## src/rtl/core/nmea_gsa_vdop_extractor_defines.svh

```systemverilog
// Assertion macros shared by the extractor RTL.
// No dependencies; included by the modules that carry assertions.
`ifndef NMEA_GSA_VDOP_EXTRACTOR_DEFINES_SVH
`define NMEA_GSA_VDOP_EXTRACTOR_DEFINES_SVH

// Expression must hold at every clock edge out of reset.
`define NGE_AST_ALWAYS(label, expr, msg) \
	label: assert property (@(posedge clk) disable iff (!arst_n) (expr)) else $error(msg);

// When pre holds, post must hold in the next cycle.
`define NGE_AST_NEXT(label, pre, post, msg) \
	label: assert property (@(posedge clk) disable iff (!arst_n) (pre) |=> (post)) else $error(msg);

`endif

```

## src/rtl/core/nge_pkg.sv

```systemverilog
// Shared types and character codes for the GSA vertical dilution extractor.
// No dependencies.
package nge_pkg;

	// One result transaction
	typedef struct packed {
		logic signed [15:0] vdop_centi;
		logic               saturated;
	} nge_result_t;

	// ASCII codes the parser reacts to
	localparam logic [7:0] CH_DOLLAR = 8'h24;
	localparam logic [7:0] CH_COMMA  = 8'h2C;
	localparam logic [7:0] CH_LF     = 8'h0A;
	localparam logic [7:0] CH_CR     = 8'h0D;
	localparam logic [7:0] CH_TAB    = 8'h09;
	localparam logic [7:0] CH_VT     = 8'h0B;
	localparam logic [7:0] CH_FF     = 8'h0C;
	localparam logic [7:0] CH_SPACE  = 8'h20;
	localparam logic [7:0] CH_PLUS   = 8'h2B;
	localparam logic [7:0] CH_MINUS  = 8'h2D;
	localparam logic [7:0] CH_DOT    = 8'h2E;
	localparam logic [7:0] CH_ZERO   = 8'h30;
	localparam logic [7:0] CH_NINE   = 8'h39;
	localparam logic [7:0] CH_G      = 8'h47;
	localparam logic [7:0] CH_S      = 8'h53;
	localparam logic [7:0] CH_A      = 8'h41;

	// Magnitude limits in hundredths
	localparam logic [15:0] MAG_POS_MAX = 16'd32767;
	localparam logic [15:0] MAG_NEG_MAX = 16'd32768;

endpackage

```

## src/rtl/core/nge_track.sv

```systemverilog
// Input register and per-byte line tracker / number parser.
// Depends on nge_pkg and nmea_gsa_vdop_extractor_defines.svh.
`include "nmea_gsa_vdop_extractor_defines.svh"

module nge_track #(
	parameter int LINE_BYTES  = 80,
	parameter int FIELD_INDEX = 17
) (
	input  logic                 clk,
	input  logic                 arst_n,
	input  logic                 in_valid,
	input  logic [7:0]           in_byte,
	output logic                 in_stall,
	input  logic                 res_room,
	output logic                 res_push,
	output nge_pkg::nge_result_t res_data
);
	import nge_pkg::*;

	localparam int LW = (LINE_BYTES > 1) ? $clog2(LINE_BYTES) : 1;
	localparam int CW = $clog2(FIELD_INDEX + 1);
	localparam logic [LW-1:0] LEN_MAX = LW'(LINE_BYTES - 1);
	localparam logic [CW-1:0] FIELD   = CW'(FIELD_INDEX);

	typedef enum logic [2:0] {
		PH_WAIT,
		PH_BLANK,
		PH_INT,
		PH_FRAC,
		PH_DONE
	} phase_t;

	// Input stage
	logic       valid_s1;
	logic [7:0] byte_s1;

	// Line state
	logic [LW-1:0] len_q,   len_n,   len_e;
	logic [15:0]   tail_q,  tail_n,  tail_e;
	logic          gsa_q,   gsa_n,   gsa_e;
	logic [CW-1:0] cc_q,    cc_n,    cc_e;
	phase_t        ph_q,    ph_n,    ph_e;
	logic          neg_q,   neg_n,   neg_e;
	logic [15:0]   acc_q,   acc_n,   acc_e;
	logic [1:0]    frac_q,  frac_n,  frac_e;
	logic          clamp_q, clamp_n, clamp_e;

	logic          proc, keep, is_dig, is_blank, take, take_int;
	logic [7:0]    c;
	logic [3:0]    dig;
	logic [19:0]   cand, lim;

	assign proc     = valid_s1 && res_room;
	assign in_stall = valid_s1 && !res_room;
	assign c        = byte_s1;
	assign dig      = 4'(c - CH_ZERO);
	assign is_dig   = (c >= CH_ZERO) && (c <= CH_NINE);
	assign is_blank = (c == CH_SPACE) || (c == CH_TAB) || (c == CH_LF) ||
	                  (c == CH_VT) || (c == CH_FF) || (c == CH_CR);

	// Next state for the byte in the input stage
	always_comb begin
		// a dollar restarts the line before the byte is counted
		if (c == CH_DOLLAR) begin
			len_e = '0; tail_e = '0; gsa_e = 1'b0; cc_e = '0; ph_e = PH_WAIT;
			neg_e = 1'b0; acc_e = '0; frac_e = '0; clamp_e = 1'b0;
		end else begin
			len_e = len_q; tail_e = tail_q; gsa_e = gsa_q; cc_e = cc_q; ph_e = ph_q;
			neg_e = neg_q; acc_e = acc_q; frac_e = frac_q; clamp_e = clamp_q;
		end
		len_n = len_e; tail_n = tail_e; gsa_n = gsa_e; cc_n = cc_e; ph_n = ph_e;
		neg_n = neg_e; acc_n = acc_e; frac_n = frac_e; clamp_n = clamp_e;
		take = 1'b0;
		take_int = 1'b0;
		keep = len_e < LEN_MAX;
		if (keep) begin
			len_n  = len_e + 1'b1;
			if (c == CH_A && tail_e == {CH_G, CH_S})
				gsa_n = 1'b1;
			tail_n = {tail_e[7:0], c};
			if (cc_e < FIELD) begin
				if (c == CH_COMMA) begin
					cc_n = cc_e + 1'b1;
					if (cc_n == FIELD)
						ph_n = PH_BLANK;
				end
			end else begin
				case (ph_e)
					PH_BLANK: begin
						if (is_blank) begin
							ph_n = PH_BLANK;
						end else if (c == CH_PLUS) begin
							ph_n = PH_INT;
						end else if (c == CH_MINUS) begin
							neg_n = 1'b1;
							ph_n  = PH_INT;
						end else if (is_dig) begin
							ph_n     = PH_INT;
							take     = 1'b1;
							take_int = 1'b1;
						end else if (c == CH_DOT) begin
							ph_n = PH_FRAC;
						end else begin
							ph_n = PH_DONE;
						end
					end
					PH_INT: begin
						if (is_dig) begin
							take     = 1'b1;
							take_int = 1'b1;
						end else if (c == CH_DOT) begin
							ph_n = PH_FRAC;
						end else begin
							ph_n = PH_DONE;
						end
					end
					PH_FRAC: begin
						if (is_dig)
							take = 1'b1;
						else
							ph_n = PH_DONE;
					end
					default: ;
				endcase
			end
		end

		// digit accumulation in hundredths, clamped once out of range
		if (take_int)
			cand = 20'(acc_e) * 20'd10 + 20'(dig) * 20'd100;
		else if (frac_e == 2'd0)
			cand = 20'(acc_e) + 20'(dig) * 20'd10;
		else
			cand = 20'(acc_e) + 20'(dig);
		lim = neg_e ? 20'(MAG_NEG_MAX) : 20'(MAG_POS_MAX);
		if (take && (take_int || frac_e != 2'd2)) begin
			if (!take_int)
				frac_n = frac_e + 1'b1;
			if (!clamp_e) begin
				if (cand > lim) begin
					acc_n   = lim[15:0];
					clamp_n = 1'b1;
				end else begin
					acc_n = cand[15:0];
				end
			end
		end
	end

	// Result for a kept newline on a qualifying line
	assign res_push            = proc && keep && (c == CH_LF) && gsa_n && (cc_n == FIELD);
	assign res_data.vdop_centi = neg_n ? -acc_n : acc_n;
	assign res_data.saturated  = clamp_n;

	// Input stage register
	always_ff @(posedge clk or negedge arst_n) begin
		if (!arst_n) begin
			valid_s1 <= 1'b0;
		end else if (in_valid && !in_stall) begin
			valid_s1 <= 1'b1;
		end else if (proc) begin
			valid_s1 <= 1'b0;
		end
	end

	always_ff @(posedge clk) begin
		if (in_valid && !in_stall)
			byte_s1 <= in_byte;
	end

	// Line state registers
	always_ff @(posedge clk or negedge arst_n) begin
		if (!arst_n) begin
			len_q <= '0; tail_q <= '0; gsa_q <= 1'b0; cc_q <= '0; ph_q <= PH_WAIT;
			neg_q <= 1'b0; acc_q <= '0; frac_q <= '0; clamp_q <= 1'b0;
		end else if (proc) begin
			len_q <= len_n; tail_q <= tail_n; gsa_q <= gsa_n; cc_q <= cc_n; ph_q <= ph_n;
			neg_q <= neg_n; acc_q <= acc_n; frac_q <= frac_n; clamp_q <= clamp_n;
		end
	end

	`NGE_AST_ALWAYS(a_len_range, len_q <= LEN_MAX, "line length past limit")
	`NGE_AST_ALWAYS(a_comma_range, cc_q <= FIELD, "comma count past field index")
	`NGE_AST_ALWAYS(a_clamp_value, !clamp_q || acc_q == MAG_POS_MAX || acc_q == MAG_NEG_MAX,
		"clamped magnitude not at a limit")
endmodule

```

## src/rtl/core/nge_outbuf.sv

```systemverilog
// Two-entry result buffer that decouples the parser from the output stall.
// Depends on nge_pkg and nmea_gsa_vdop_extractor_defines.svh.
`include "nmea_gsa_vdop_extractor_defines.svh"

module nge_outbuf (
	input  logic                 clk,
	input  logic                 arst_n,
	input  logic                 push,
	input  nge_pkg::nge_result_t push_data,
	output logic                 room,
	output logic                 out_valid,
	input  logic                 out_stall,
	output nge_pkg::nge_result_t head
);
	import nge_pkg::*;

	nge_result_t mem_q [2];
	logic        wr_ptr_q, rd_ptr_q;
	logic [1:0]  count_q;
	logic        pop;

	assign out_valid = count_q != 2'd0;
	assign room      = count_q != 2'd2;
	assign pop       = out_valid && !out_stall;
	assign head      = mem_q[rd_ptr_q];

	// Pointers and fill count
	always_ff @(posedge clk or negedge arst_n) begin
		if (!arst_n) begin
			wr_ptr_q <= 1'b0;
			rd_ptr_q <= 1'b0;
			count_q  <= 2'd0;
		end else begin
			if (push)
				wr_ptr_q <= !wr_ptr_q;
			if (pop)
				rd_ptr_q <= !rd_ptr_q;
			count_q <= count_q + {1'b0, push} - {1'b0, pop};
		end
	end

	// Storage
	always_ff @(posedge clk) begin
		if (push)
			mem_q[wr_ptr_q] <= push_data;
	end

	`NGE_AST_ALWAYS(a_count_range, count_q <= 2'd2, "buffer count out of range")
	`NGE_AST_ALWAYS(a_no_overflow, !(push && !room), "push into full buffer")
	`NGE_AST_NEXT(a_drain_last, pop && !push && count_q == 2'd1, !out_valid,
		"buffer not empty after last pop")
endmodule

```

## src/rtl/core/nmea_gsa_vdop_extractor.sv

```systemverilog
// Top level of the GSA vertical dilution extractor.
// Depends on nge_pkg, nge_track and nge_outbuf.
//
// channel | direction | handshake              | payload
// --------+-----------+------------------------+-----------------------
// input   | in        | in_valid / in_stall    | in_byte
// output  | out       | out_valid / out_stall  | vdop_centi, saturated
//
// One byte per cycle while the result buffer has room; an accepted byte is
// registered in nge_track, and a newline's result is then registered in the
// result buffer. The byte rate is set by the line-state update in nge_track.
// Reset clears the line state and empties the result buffer; no sweep.
// Input stalls only when the two-entry result buffer is full.

module nmea_gsa_vdop_extractor #(
	parameter int LINE_BYTES  = 80,
	parameter int FIELD_INDEX = 17
) (
	input  logic               clk,
	input  logic               arst_n,
	input  logic               in_valid,
	input  logic [7:0]         in_byte,
	output logic               in_stall,
	output logic               out_valid,
	input  logic               out_stall,
	output logic signed [15:0] vdop_centi,
	output logic               saturated
);
	import nge_pkg::*;

	logic        res_room, res_push;
	nge_result_t res_data, head;

	// Line tracking and number parsing
	nge_track #(
		.LINE_BYTES (LINE_BYTES),
		.FIELD_INDEX(FIELD_INDEX)
	) u_track (
		.clk     (clk),
		.arst_n  (arst_n),
		.in_valid(in_valid),
		.in_byte (in_byte),
		.in_stall(in_stall),
		.res_room(res_room),
		.res_push(res_push),
		.res_data(res_data)
	);

	// Result buffer
	nge_outbuf u_outbuf (
		.clk      (clk),
		.arst_n   (arst_n),
		.push     (res_push),
		.push_data(res_data),
		.room     (res_room),
		.out_valid(out_valid),
		.out_stall(out_stall),
		.head     (head)
	);

	assign vdop_centi = head.vdop_centi;
	assign saturated  = head.saturated;
endmodule
```

## config.mk

```make
export PLATFORM = sky130hd
export DESIGN_NAME = nmea_gsa_vdop_extractor
export DESIGN_NICKNAME = d
export VERILOG_FILES = /design/src/rtl/core/nge_pkg.sv /design/src/rtl/core/nge_track.sv /design/src/rtl/core/nge_outbuf.sv /design/src/rtl/core/nmea_gsa_vdop_extractor.sv
export VERILOG_INCLUDE_DIRS = /design/src /design/src/rtl/core
export SDC_FILE = /design/constraint.sdc
export NUM_CORES = 1
export LEC_CHECK = 0
export ABC_AREA = 0
export ABC_CLOCK_PERIOD_IN_PS = 11100
export BUFFER_PORTS_ARGS = -buffer_cell sky130_fd_sc_hd__buf_2
export CORE_UTILIZATION = 55
export CTS_BUF_LIST = sky130_fd_sc_hd__clkbuf_4 sky130_fd_sc_hd__clkbuf_8
export CTS_CLUSTER_DIAMETER = 40
export DETAILED_ROUTE_END_ITERATION = 10
export PLACE_DENSITY = 0.72
export SLEW_MARGIN = 25
export SYNTH_ARGS = -nofsm -noshare
export SYNTH_HDL_FRONTEND = slang
export SYNTH_SLANG_ARGS = --single-unit
```

## constraint.sdc

```tcl
create_clock -name clk -period 11.1 [get_ports clk]
set_clock_uncertainty 0.2 [all_clocks]
set_input_delay 2.22 -clock clk [delete_from_list [all_inputs] [get_ports clk]]
set_output_delay 2.22 -clock clk [all_outputs]
set_load 0.05 [all_outputs]
```

* After elaboration in Yosys (flattened, before gate mapping) *
Memories as Yosys holds them, arrays and structs flattened.
Index checks and enable logic that the tools add are counted.
W data, S select, Z words.

storage, ports and cells
  output and inout bits = 19
  RAM bits = 34
  memories kept = 1
  word-level logic and storage cells = 139
  flip-flop bits (word level) = 65
  bits of input ports = 12

memory list
  memory          depth  bits a word  read ports  clocked after Yosys merged registers in  wr ports  RTL line          source
  u_outbuf.mem_q  2      17           1           0                                        1         nge_outbuf.sv:17  nge_result_t mem_q [2];

operators by class
  multiplexer cells = 60
  multiply operators = 3
  magnitude comparators = 5
  equality and inequality tests = 20
  reduce and logical (&&, ||, !) cells = 26
  $add $sub $neg = 10

operators by type and width
  cell                     number
  $mux W16                 8
  $eq A8 B6 Y1 const B     6
  $eq A8 B4 Y1 const B     5
  $mux W20                 2
  $mux W3                  12
  $mux W1                  26
  $add A20 B11 Y20         1
  $gt A20 B20 Y1           1
  $mux W5                  4
  $mul A16 B3 Y19 const B  1
  $add A16 B4 Y17          1
  $add A16 B8 Y17          1
  $eq A16 B15 Y1 const B   1
  $neg A16 Y16             1
  $mux W7                  2
  $logic_and A1 B1 Y1      11
  $eq A5 B5 Y1 const B     2
  $mul A4 B5 Y9 const B    1
  $pmux W3 S3              1
  $eq A8 B7 Y1 const B     1
  $ge A8 B6 Y1 const B     1
  $le A8 B6 Y1 const B     1
  $add A7 B1 Y7 const B    1
  $lt A7 B7 Y1 const B     1
  17 further kinds         32

* Longest topological paths before layout *
  word-level depth = 17
  mapped depth = 42
  depth with buffers taken out = 35

* By module *
A second synthesis with hierarchy kept.

second synthesis, totals
  cell total of the unflattened synthesis = 1032
  area, all modules = 8858.5 um^2

modules (own cells, without submodules)
  module      cells an instance  area each (um^2)  instances  seq. area each (um^2)
  nge_track   961                7379.6            1          1566.5
  nge_outbuf  71                 1478.9            1          1121.1

* Worst setup path after synthesis *
Ideal clock, no wire load.

  path type = reg2reg
  from = reg u_track.byte_s1[1]
  to = mem u_outbuf.mem_q[0][13] in the netlist's numbering, data pin
  clock period less this slack = 8.790 ns
  arrival time = 8.327 ns
  cell stages (with the launch flop) = 40
  buffers on the path = 7
  setup time = 0.262 ns
  path slack = 2.310 ns
  path through = edfxtp_1 -> buf_2 -> inv_1 -> ha_1 -> and2_1 -> buf_6 -> nand2_2 -> buf_2 -> clkbuf_1 -> clkbuf_1 -> clkbuf_1 -> clkbuf_1 -> and2_1 -> ha_1 -> ha_1 -> o211ai_1 -> o21ai_2 -> xor2_1 -> [... 4 more ...] -> nor2_1 -> xnor2_1 -> a21oi_1 -> ha_1 -> and3_1 -> a221o_1 -> a21oi_1 -> o21ai_0 -> a211oi_1 -> o21a_4 -> nand3_2 -> o21ai_1 -> o211ai_1 -> o211ai_1 -> ha_1 -> nand3_1 -> o31a_1 -> xnor2_1

RTL lines
  what                    RTL line          source
  start, declared         nge_track.sv:35   logic [7:0] byte_s1;
  start signal, assigned  nge_track.sv:168  byte_s1 <= in_byte;
  end, declared           nge_outbuf.sv:17

==> results.sh <==
export IMPL_root_buffer="clkbuf_8"
export IMPL_place_gp_congestion=0.911
export IMPL_critPathArrivalTime_ns=9.32
export IMPL_synthFlopType="dfrtp_1"
export IMPL_hold_path_class="register to register"
export IMPL_yosysWarnings=0
export IMPL_rsz0062_at_grt="no"
export IMPL_vias_per_cell=6.02
export IMPL_power_density_nw_per_um2=113
export IMPL_cts_resized=0
export IMPL_grt_usage_pct=27.0
export IMPL_synth_top_family_by_area="compound AO/OA/AOI/OAI gates"
export IMPL_crit_slowest_cell="edfxtp_1"
export IMPL_synth_xor_xnor_area_share_pct=6.77
export IMPL_synth_area_per_cell_um2=8.78
export IMPL_crit_type="register to register"
export IMPL_final_common_cell="nand2_1"
export IMPL_num_vias=7260
export IMPL_relSlewSlack_pct=44.3
export IMPL_antenna_left=0
export IMPL_cts_sinks=99
export IMPL_setup_viol=0
export IMPL_core_rowCount=45
export IMPL_synth_seq_cells=99
export IMPL_synth_compound_area_share_pct=21.5
export IMPL_tightest_slew_ns=0.833
export IMPL_grt_pass1_wl_um=34800
export IMPL_final_hold_viol_count=0
export IMPL_cp_required_ns=11.04
export IMPL_synth_mux_area_share_pct=4.51
export IMPL_critPathMostFrequentCell="ha_1"
export IMPL_clock_latency_ns=0.40
export IMPL_htreeDepth=3
export IMPL_numCtsBuffers=9
export IMPL_yosysSeqAreaShare_pct=31.0
export IMPL_port_buffers=30
export IMPL_fin_crit_ns=9.37
export IMPL_hpwl_um=15600
export IMPL_yosys_area_share_adder_pct=13.1
export IMPL_totalWireLength_um=20800
export IMPL_cts_tree="done"
export IMPL_synth_top_area_share_pct=16.5
export IMPL_drive_gt1_share_pct=11.8
export IMPL_wl_per_cell_um=17.3
export IMPL_core_um2=15300
export IMPL_fmax_mhz=107
export IMPL_fin_nets=1087
export IMPL_hold_buffers=0
export IMPL_grt_max_degree=58
export IMPL_async_flop_share_pct=57.6
export IMPL_yosys_top_cells_area="dfrtp_1, edfxtp_1, ha_1"
export IMPL_io_pins=31
export IMPL_peakVddDrop_mv=0.0823
export IMPL_period_share_pct=84.4
export IMPL_post_route_util_pct=59.7
export IMPL_startpoint_type="register"
export IMPL_drtIter0Drc=646
export IMPL_slew_violations=0
export IMPL_n_antenna_cell=0
export IMPL_totalNegativeSetupSlack_ns=0
export IMPL_cp_end_kind="register"
export IMPL_synth_cell_types=82
export IMPL_syn_inst=987
export IMPL_clk_path_buf_depth=2
export IMPL_netlist_area_um2=8660
export IMPL_most_common_layout_cells="nand2_1, ha_1, o21ai_0, nor2_1, dfrtp_1"
export IMPL_start_util_pct=56.8
export IMPL_slowest_delay_ns=0.63
export IMPL_r2r_slack_ns=1.73
export IMPL_path_clk_slew_ns=0.09
export IMPL_dieHeight_um=127
export IMPL_fp_dieW_um=127
export IMPL_maxCapViolCount=0
export IMPL_cts_setup_buffers=0
export IMPL_antenna_found_initial=0
export IMPL_cp_max_fo=44
export IMPL_grt_pass1_vias=6906
export IMPL_synth_nets=1085
export IMPL_total_leakage_power_uw=0.00402
export IMPL_die_area_um2=16300
export IMPL_first_pass_iters=7
export IMPL_area_growth_pct=5.14
export IMPL_status="completed"
export IMPL_synth_top_cell_by_area="dfrtp_1"
export IMPL_grt_overflow=0
export IMPL_synthSimpleGateAreaFrac_pct=18.5
export IMPL_synth_edff_count=42
export IMPL_drc=0
power breakdown:
part	switching, uW	internal (uW)	leakage, uW	total (uW)
clock	130	86.3	0.0000924	216
combinational	192	128	0.00287	320
sequential	60.8	434	0.00106	494
total	382	648	0.00402	1030
final cells by class:
cell class,instances,area [um2]
clock inverters,6,46.3
inverters,47,176
well taps,211,264
flip-flops and latches,99,2690
clock buffers,10,131
fillers,1375,6150
multi-input cells,793,5580
repair buffers,39,218
cell families (layout without fill, tap and decap cells):
| kind of cell | count (synthesis) | count (layout) |
|---|---|---|
| mux | 36 | 36 |
| buf+inv | 95 | 102 |
| fa+ha+maj | 89 | 89 |
| compound gates | 274 | 274 |
| simple gates | 327 | 327 |
| flops | 99 | 99 |
| xor+xnor | 67 | 67 |
state kept, by name (all words and copies together), names as in the netlist, 2 cells and up:
name / count
u_outbuf.mem_q: 34
u_track.acc_q: 16
u_track.tail_q: 16
u_track.byte_s1: 8
u_track.len_q: 7
u_track.cc_q: 5
u_track.ph_q: 3
u_outbuf.count_q: 2
u_track.frac_q: 2
cell usage after synthesis (all sizes together) (13+ instances only):
library cell  number
nand2b            15
a21oi             59
o211ai            16
a21o              16
edfxtp            42
xnor2             44
nor2              58
ha                82
nand2            132
nand4             18
dfrtp             57
nand3             30
nor3              13
a211oi            16
mux2              24
buf               17
o21ai             79
and2              17
xor2              23
clkbuf            31
inv               47
per-stage QoR:
step	cell area [um2]	hold slack, ns	total power (uW)	cells	worst slack [ns]
4_1_cts	9100	0.293	1030	1205	1.82
2_1_floorplan	8660	0.242	735	987	2.31
3_3_place_gp	8930	0.263	812	1189	2.12
5_1_grt	9110	0.313	1100	1205	1.04
3_5_place_dp	8930	0.270	818	1189	1.89
6_report	9110	0.290	1030	1205	1.73
per-layer routing:
layer | global-route usage (%) | wire [um] | up-vias
li1 | - | - | 3595
met1 | 38.2 | 10100 | 3382
met2 | 41.2 | 8960 | 238
met3 | 4.19 | 1170 | 45
met4 | 10.8 | 593 | 0
met5 | 0 | 0 | -
worst paths after layout:
check                              startpoint                    end  depth (start not counted)
max                        u_track.byte_s1[1]  u_outbuf.mem_q[1][13]                         33
min in group asynchronous              arst_n        u_track.cc_q[2]                          2
max reg2reg                u_track.byte_s1[1]  u_outbuf.mem_q[1][13]                         33
max in group asynchronous              arst_n     u_track.tail_q[11]                          2
min                        u_track.tail_q[12]     u_track.tail_q[12]                          2
min reg2reg                u_track.tail_q[12]     u_track.tail_q[12]                          2
worst max-delay path: cells and delay by family, from the launching register on:
| kind | cells | cell delay, ns |
|---|---|---|
| DFF | 1 | 0.63 |
| AOI/OAI and AO/OA | 15 | 3.71 |
| xor gates and xnor gates | 3 | 0.46 |
| and+or+nand+nor | 7 | 1.88 |
| adders and majority gates | 6 | 1.83 |
| buffers and inverters | 2 | 0.38 |
Power figures use the tool's default switching activity.
